File: src/xx_pkg.sv
package xx_pkg;

	localparam int WORD_W     = 32;
	localparam int KEY_WORDS  = 4;
	localparam int CFG_IDX_W  = 3;
	localparam int ROUND_BASE = 6;
	localparam int ROUND_NUM  = 52;

	localparam logic [WORD_W-1:0] DELTA = 32'h9E37_79B9;
	localparam logic [WORD_W-1:0] KEY_RESET = 32'hFFFF_FFFF;

	typedef logic [WORD_W-1:0] word_t;
	typedef word_t [KEY_WORDS-1:0] key_t;
	typedef logic [CFG_IDX_W-1:0] cfg_idx_t;

	localparam cfg_idx_t KEY_WORD_0 = 3'd0;
	localparam cfg_idx_t KEY_WORD_1 = 3'd1;
	localparam cfg_idx_t KEY_WORD_2 = 3'd2;
	localparam cfg_idx_t KEY_WORD_3 = 3'd3;

	typedef enum logic [2:0] {
		ST_LOAD,
		ST_PREP0,
		ST_PREP1,
		ST_RUN,
		ST_EMIT_RD,
		ST_EMIT_SHOW
	} state_t;

endpackage

File: src/xx_plain_if.sv
interface xx_plain_if;
	logic        valid;
	logic        ready;
	logic [31:0] plain_word;

	modport source (output valid, output plain_word, input ready);
	modport sink   (input valid, input plain_word, output ready);
endinterface

File: src/xx_cipher_if.sv
interface xx_cipher_if;
	logic        valid;
	logic        ready;
	logic [31:0] cipher_word;
	logic        final_word;

	modport source (output valid, output cipher_word, output final_word, input ready);
	modport sink   (input valid, input cipher_word, input final_word, output ready);
endinterface

File: src/xx_ram.sv
module xx_ram #(
	parameter int WIDTH = 32,
	parameter int DEPTH = 8
) (
	input  logic                     clk,
	input  logic                     we,
	input  logic [$clog2(DEPTH)-1:0] waddr,
	input  logic [WIDTH-1:0]         wdata,
	input  logic                     re,
	input  logic [$clog2(DEPTH)-1:0] raddr,
	output logic [WIDTH-1:0]         rdata
);
	logic [WIDTH-1:0] mem [DEPTH];
	logic [WIDTH-1:0] rdata_q;

	always_ff @(posedge clk) begin
		if (we)
			mem[waddr] <= wdata;
		if (re)
			rdata_q <= mem[raddr];
	end

	assign rdata = rdata_q;
endmodule

File: src/xx_key_regs.sv
module xx_key_regs import xx_pkg::*; (
	input  logic     clk,
	input  logic     arst_n,
	input  logic     cfg_we,
	input  cfg_idx_t cfg_idx,
	input  word_t    cfg_data,
	output key_t     keys
);
	key_t keys_q;

	always_ff @(posedge clk or negedge arst_n) begin
		if (!arst_n) begin
			keys_q <= {KEY_WORDS{KEY_RESET}};
		end else if (cfg_we) begin
			case (cfg_idx)
				KEY_WORD_0: keys_q[0] <= cfg_data;
				KEY_WORD_1: keys_q[1] <= cfg_data;
				KEY_WORD_2: keys_q[2] <= cfg_data;
				KEY_WORD_3: keys_q[3] <= cfg_data;
				default: ;
			endcase
		end
	end

	assign keys = keys_q;
endmodule

File: src/xx_round_unit.sv
module xx_round_unit import xx_pkg::*; (
	input  word_t z,
	input  word_t y,
	input  word_t v,
	input  word_t sum,
	input  word_t k,
	output word_t z_new
);
	word_t t1;
	word_t t2;

	assign t1    = ((z >> 5) ^ (y << 2)) + ((y >> 3) ^ (z << 4));
	assign t2    = (sum ^ y) + (k ^ z);
	assign z_new = v + (t1 ^ t2);
endmodule

File: src/xxtea_block_encrypt.sv
// After the last word of a block is taken, two prepare states read the first two words,
// then R = 6 + 52/N rounds run with one word update per cycle through the shared round unit;
// each cipher word is then read from the block store and shown until the sink takes it.
// Input is accepted only while loading; one block is in flight at a time.
// Reset clears the sequencer and word counters and sets all key words to ones;
// the block store holds no reset value.
module xxtea_block_encrypt import xx_pkg::*; #(
	parameter int BLOCK_WORDS = 8
) (
	input  logic     clk,
	input  logic     arst_n,
	input  logic     cfg_we,
	input  cfg_idx_t cfg_idx,
	input  word_t    cfg_data,
	xx_plain_if.sink    plain,
	xx_cipher_if.source cipher
);
	localparam int IW     = $clog2(BLOCK_WORDS);
	localparam int ROUNDS = ROUND_BASE + ROUND_NUM / BLOCK_WORDS;
	localparam int RW     = $clog2(ROUNDS);

	localparam logic [IW-1:0] IDX_LAST   = IW'(BLOCK_WORDS - 1);
	localparam logic [RW-1:0] ROUND_LAST = RW'(ROUNDS - 1);
	localparam logic [IW:0]   NWORDS     = (IW+1)'(BLOCK_WORDS);

	state_t          state_q, state_d;
	logic [IW-1:0]   idx_q;
	logic [RW-1:0]   round_q;
	logic            byp_q;
	word_t           z_q, v_q, sum_q;

	key_t            keys;
	word_t           k_sel, y, z_new, rdata;
	logic [1:0]      k_idx;
	logic [IW:0]     nxt2_raw;
	logic [IW-1:0]   nxt2;
	logic            idx_last, round_last;

	logic            ram_we, ram_re;
	logic [IW-1:0]   ram_waddr, ram_raddr;
	word_t           ram_wdata;
	logic            load_xfer, out_xfer;

	xx_key_regs u_keys (
		.clk      (clk),
		.arst_n   (arst_n),
		.cfg_we   (cfg_we),
		.cfg_idx  (cfg_idx),
		.cfg_data (cfg_data),
		.keys     (keys)
	);

	xx_ram #(.WIDTH(WORD_W), .DEPTH(BLOCK_WORDS)) u_store (
		.clk   (clk),
		.we    (ram_we),
		.waddr (ram_waddr),
		.wdata (ram_wdata),
		.re    (ram_re),
		.raddr (ram_raddr),
		.rdata (rdata)
	);

	assign idx_last   = (idx_q == IDX_LAST);
	assign round_last = (round_q == ROUND_LAST);
	assign k_idx      = 2'(idx_q) ^ sum_q[3:2];
	assign k_sel      = keys[k_idx];
	assign y          = byp_q ? z_q : rdata;
	assign nxt2_raw   = {1'b0, idx_q} + (IW+1)'(2);
	assign nxt2       = (nxt2_raw >= NWORDS) ? IW'(nxt2_raw - NWORDS) : IW'(nxt2_raw);

	xx_round_unit u_round (
		.z     (z_q),
		.y     (y),
		.v     (v_q),
		.sum   (sum_q),
		.k     (k_sel),
		.z_new (z_new)
	);

	assign load_xfer = plain.valid && plain.ready;
	assign out_xfer  = cipher.valid && cipher.ready;

	always_comb begin
		state_d = state_q;
		case (state_q)
			ST_LOAD:      if (load_xfer && idx_last) state_d = ST_PREP0;
			ST_PREP0:     state_d = ST_PREP1;
			ST_PREP1:     state_d = ST_RUN;
			ST_RUN:       if (idx_last && round_last) state_d = ST_EMIT_RD;
			ST_EMIT_RD:   state_d = ST_EMIT_SHOW;
			ST_EMIT_SHOW: begin
				if (out_xfer)
					state_d = idx_last ? ST_LOAD : ST_EMIT_RD;
			end
			default:      state_d = ST_LOAD;
		endcase
	end

	always_comb begin
		plain.ready  = 1'b0;
		cipher.valid = 1'b0;
		ram_we       = 1'b0;
		ram_waddr    = idx_q;
		ram_wdata    = z_new;
		ram_re       = 1'b0;
		ram_raddr    = idx_q;
		case (state_q)
			ST_LOAD: begin
				plain.ready = 1'b1;
				ram_we      = load_xfer;
				ram_wdata   = plain.plain_word;
			end
			ST_PREP0: begin
				ram_re    = 1'b1;
				ram_raddr = '0;
			end
			ST_PREP1: begin
				ram_re    = 1'b1;
				ram_raddr = IW'(1);
			end
			ST_RUN: begin
				ram_we    = 1'b1;
				ram_re    = 1'b1;
				ram_raddr = nxt2;
			end
			ST_EMIT_RD: begin
				ram_re = 1'b1;
			end
			ST_EMIT_SHOW: begin
				cipher.valid = 1'b1;
			end
			default: ;
		endcase
	end

	assign cipher.cipher_word = rdata;
	assign cipher.final_word  = idx_last;

	always_ff @(posedge clk or negedge arst_n) begin
		if (!arst_n) begin
			state_q <= ST_LOAD;
			idx_q   <= '0;
			round_q <= '0;
			byp_q   <= 1'b0;
		end else begin
			state_q <= state_d;
			case (state_q)
				ST_LOAD: begin
					if (load_xfer)
						idx_q <= idx_last ? '0 : idx_q + 1'b1;
				end
				ST_PREP0: begin
					round_q <= '0;
					byp_q   <= 1'b0;
				end
				ST_RUN: begin
					// read of the word after next collides with this write for two-word blocks
					byp_q <= (nxt2 == idx_q);
					idx_q <= idx_last ? '0 : idx_q + 1'b1;
					if (idx_last)
						round_q <= round_q + 1'b1;
				end
				ST_EMIT_SHOW: begin
					if (out_xfer)
						idx_q <= idx_last ? '0 : idx_q + 1'b1;
				end
				default: ;
			endcase
		end
	end

	always_ff @(posedge clk) begin
		case (state_q)
			ST_LOAD: begin
				if (load_xfer)
					z_q <= plain.plain_word;
			end
			ST_PREP0: begin
				sum_q <= DELTA;
			end
			ST_PREP1: begin
				v_q <= rdata;
			end
			ST_RUN: begin
				z_q <= z_new;
				v_q <= y;
				if (idx_last)
					sum_q <= sum_q + DELTA;
			end
			default: ;
		endcase
	end
endmodule
File: src/flat_wrapper.sv
// flat-port wrapper written by rule: the top's interface ports become plain ports
module xxtea_block_encrypt_flat import xx_pkg::*;
#(
	parameter int BLOCK_WORDS = 8
)
  (clk, arst_n, cfg_we, cfg_idx, cfg_data, plain_valid, plain_plain_word, plain_ready, cipher_valid, cipher_cipher_word, cipher_final_word, cipher_ready);
  xx_plain_if plain_i ();
  xx_cipher_if cipher_i ();
  input  logic clk;
  input  logic arst_n;
  input  logic cfg_we;
  input  cfg_idx_t cfg_idx;
  input  word_t cfg_data;
  input wire logic [$bits(plain_i.valid)-1:0] plain_valid;
  input wire logic [$bits(plain_i.plain_word)-1:0] plain_plain_word;
  output wire logic [$bits(plain_i.ready)-1:0] plain_ready;
  output wire logic [$bits(cipher_i.valid)-1:0] cipher_valid;
  output wire logic [$bits(cipher_i.cipher_word)-1:0] cipher_cipher_word;
  output wire logic [$bits(cipher_i.final_word)-1:0] cipher_final_word;
  input wire logic [$bits(cipher_i.ready)-1:0] cipher_ready;
  assign plain_i.valid = plain_valid;
  assign plain_i.plain_word = plain_plain_word;
  assign plain_ready = plain_i.ready;
  assign cipher_valid = cipher_i.valid;
  assign cipher_cipher_word = cipher_i.cipher_word;
  assign cipher_final_word = cipher_i.final_word;
  assign cipher_i.ready = cipher_ready;
  xxtea_block_encrypt #(.BLOCK_WORDS(BLOCK_WORDS)) u_core (.clk(clk), .arst_n(arst_n), .cfg_we(cfg_we), .cfg_idx(cfg_idx), .cfg_data(cfg_data), .plain(plain_i), .cipher(cipher_i));
endmodule
File: config.mk
export PLATFORM = sky130hd
export DESIGN_NAME = xxtea_block_encrypt_flat
export DESIGN_NICKNAME = d
export VERILOG_FILES = /design/src/xx_pkg.sv /design/src/xx_plain_if.sv /design/src/xx_cipher_if.sv /design/src/xx_ram.sv /design/src/xx_key_regs.sv /design/src/xx_round_unit.sv /design/src/xxtea_block_encrypt.sv /design/src/flat_wrapper.sv
export SDC_FILE = /design/constraint.sdc
export NUM_CORES = 1
export LEC_CHECK = 0
export ABC_AREA = 0
export BUFFER_PORTS_ARGS = -buffer_cell sky130_fd_sc_hd__buf_4
export CORE_MARGIN = 8
export CORE_UTILIZATION = 42
export CTS_BUF_LIST = sky130_fd_sc_hd__clkbuf_16
export DETAILED_ROUTE_END_ITERATION = 7
export SLEW_MARGIN = 20
export SYNTH_ARGS = -nofsm -noshare
export SYNTH_HDL_FRONTEND = slang
export SYNTH_SLANG_ARGS = --single-unit
File: constraint.sdc
create_clock -name clk -period 9.58 [get_ports clk]
set_clock_uncertainty 0.05 [all_clocks]
set_input_delay 0.958 -clock clk [delete_from_list [all_inputs] [get_ports clk]]
set_output_delay 0.958 -clock clk [all_outputs]
set_load 0.02 [all_outputs]
==> out/results.ini <==
[worst_setup_path]
required_ps = 9840
cp-start-kind = flip-flop
worst_setup_path_end_kind = flip-flop
cp_max_fo = 23
arrival_ps = 8210
crit_type = reg2reg

[clock_network]
cts_resized = 0
cts.clk_slew.worst_paths_ps = 60
postCtsHoldBufs = 0
cts_tree = yes
postCtsSetupBuffers = 0
cts_buffers = 55
clock_latency_ps = 620
cts_max_level = 2
root_buffer = clkbuf_16
clock_path_buffers = 3
clock_sinks = 522

[sta]
fin_crit_sh = 0.8298
period_minus_slack_ps = 7950
rsz0062_at_grt = false
finalSetupViolCount = 0
worst_pin_slew_ps = 1083
fmax_mhz = 125.8
tns_ps = 0
hold_violations = 0
relSlewSlack = 0.2703
maxSlewViolCount = 0

[yosys]
syn_avg_cell_area_um2 = 13.92
yosysSeqAreaShare = 0.5633
syn_inst = 1931
ys_seq_elements = 522
syn-cell-area_um2 = 26890
synth-async-reset-ratio = 0.2644
yosysTopAreaCellShare = 0.4289
synth_flop_cell = edfxtp_1
yosysUniqueCellTypes = 67
synth_nets = 2112
synth_edf_count = 384
yosysWarnings = 0
synth_area_leader_cell = edfxtp_1
synthTopCellsByArea = edfxtp_1 (43%), dfstp_2 (13%), mux4_2 (8.0%)

[cells_and_area]
final_nets = 2223
antenna_cells = 0
drive_gt1_frac = 0.2993
area_growth_pct = 13.92

[die]
core_area_um2 = 63200
rows = 92
initial_core_util = 0.4254
die_area_um2 = 72370
pin_count = 107
fp.dieW_um = 269.0
fp.dieH_um = 269.0

[detailed_routing]
wl_um = 67850
vias_per_cell = 5.629
first_pass_iters = 5
ant_nets = 0
drc = 0
via_count = 16520
detail_route.iter0.violations = 1428
wl_per_cell_um = 23.13

[global_routing]
track_usage = 0.1854
grt_pass1_vias = 16780
overflow = 0
grt_pass1_wl_um = 102400
antenna_found_initial = 0
grt_max_degree = 78

[place]
io_buffers = 106
dp_hpwl_um = 46670
gp_congestion = 0.9519

[status]
status = completed

[hold_path]
hp-class = in2async

[job]
max_cap_violations = 0

[sequential cells by signal, indices dropped and copies added, names as in the netlist]
name / cells
u_core.u_store.mem: 256
u_core.u_keys.keys: 128
u_core.sum_q: 32
u_core.u_store.rdata: 32
u_core.v_q: 32
u_core.z_q: 32
u_core.round_q: 4
u_core.idx_q: 3
u_core.state_q: 3
[kinds of logic (layout without fill, tap and decap cells)]
logic type,Yosys count,after routing,share of synthesized area
DFF,522,522,0.5633
AOI/OAI and AO/OA,349,349,0.08079
and+or+nand+nor,325,325,0.05580
xor gates and xnor gates,260,260,0.08470
muxes,258,258,0.1482
adders and majority gates,109,109,0.05156
buffers and inverters,108,265,0.01564
[layout make-up]
type	count	area (um^2)
multi-input cells	1301	11450
flip-flops and latches	522	15140
repair buffers	129	980.9
clock buffers	60	1501
clock inverters	43	371.6
well taps	846	1059
inverters	33	123.9
fillers	5390	32570
[worst paths after layout]
kind | cells past startpoint | end | start | slack, ps
min in group clk | 1 | u_core.round_q[3] | u_core.round_q[3] | 520
min reg2reg | 1 | u_core.round_q[3] | u_core.round_q[3] | 520
max reg2reg | 23 | u_core.u_store.mem[2][28] | u_core.sum_q[2] | 1630
max in group asynchronous | 2 | u_core.u_keys.keys[119] | arst_n | 7750
min | 1 | u_core.state_q[1] | arst_n | 390
max | 23 | u_core.u_store.mem[2][28] | u_core.sum_q[2] | 1630
[cell usage after synthesis (4+ instances only)]
cell type  count
a211oi_1      12
a21o_1        36
a21oi_1       93
a311oi_1       4
a31oi_1        7
and2_1        10
and3_1        18
buf_1          6
buf_2         12
clkbuf_1      57
dfrtp_1       10
dfstp_2      128
edfxtp_1     384
ha_1         106
inv_1         33
mux2_2       161
mux4_2        96
nand2_1      151
nand2b_1       6
nand3_1       19
nand4_1       14
nor2_1        57
nor2b_1       12
nor3_1        15
o211ai_1      10
o21a_1         9
o21ai_0      114
o21ai_1        4
o21bai_1      17
or3_1          7
xnor2_1      110
xor2_1       150
[cell usage in the layout, fill, tap and decap left out, drive strengths merged, types with 12 or more instances in the layout]
| master | n |
|---|---|
| mux2 | 161 |
| o21ai | 119 |
| a211oi | 12 |
| nand4 | 14 |
| o21bai | 17 |
| mux4 | 96 |
| xnor2 | 110 |
| nor3 | 15 |
| clkinv | 25 |
| nand2 | 151 |
| clkbuf | 60 |
| nor2b | 12 |
| inv | 43 |
| a21o | 36 |
| edfxtp | 384 |
| nand3 | 19 |
| nor2 | 57 |
| and3 | 18 |
| ha | 106 |
| xor2 | 150 |
| a21oi | 93 |
| dfstp | 128 |
| buf | 129 |
[layer usage]
| layer | vias to the layer above | part of all wire | global-route usage |
|---|---|---|---|
| met5 | - | 0 | 0 |
| met4 | 0 | 0.025 | 0.05687 |
| met3 | 102 | 0.050 | 0.02279 |
| met2 | 470 | 0.47 | 0.3003 |
| met1 | 8422 | 0.45 | 0.2601 |
| li1 | 7521 | - | - |
[metrics by stage]
stage	utilization	cells	worst slack, ps	hold WS (ps)	area (um^2)
after global placement	0.4546	2830	2012	483.1	28730
final	0.4847	2934	1630	392.1	30630
after floorplan	-	1931	3163	462.7	26890
after detailed placement	0.4546	2830	1726	500.8	28730
after global routing	0.4847	2934	1160	438.6	30630
after CTS	0.4843	2933	1691	390.4	30600
[worst max-delay path: stages, from the launching register on]
cell and delay (ps):
edfxtp_1 530, xnor2_2 770, buf_4 560, mux4_2 600, xor2_1 160, ha_1 380, nand2_1 150, o21ai_0 170
nor2b_1 170, or3_1 460, a31o_2 260, a21oi_1 180, xnor2_1 180, xnor2_1 120, ha_1 380, nand4_1 190
or3b_1 440, nor3b_1 310, o41a_1 270, o31a_1 190, nor3_1 70, o31ai_1 290, xnor2_1 120, o21ai_0 630
Power is not shown: default switching activity piles up to over one toggle a cycle in this logic, so the estimate is an artifact.
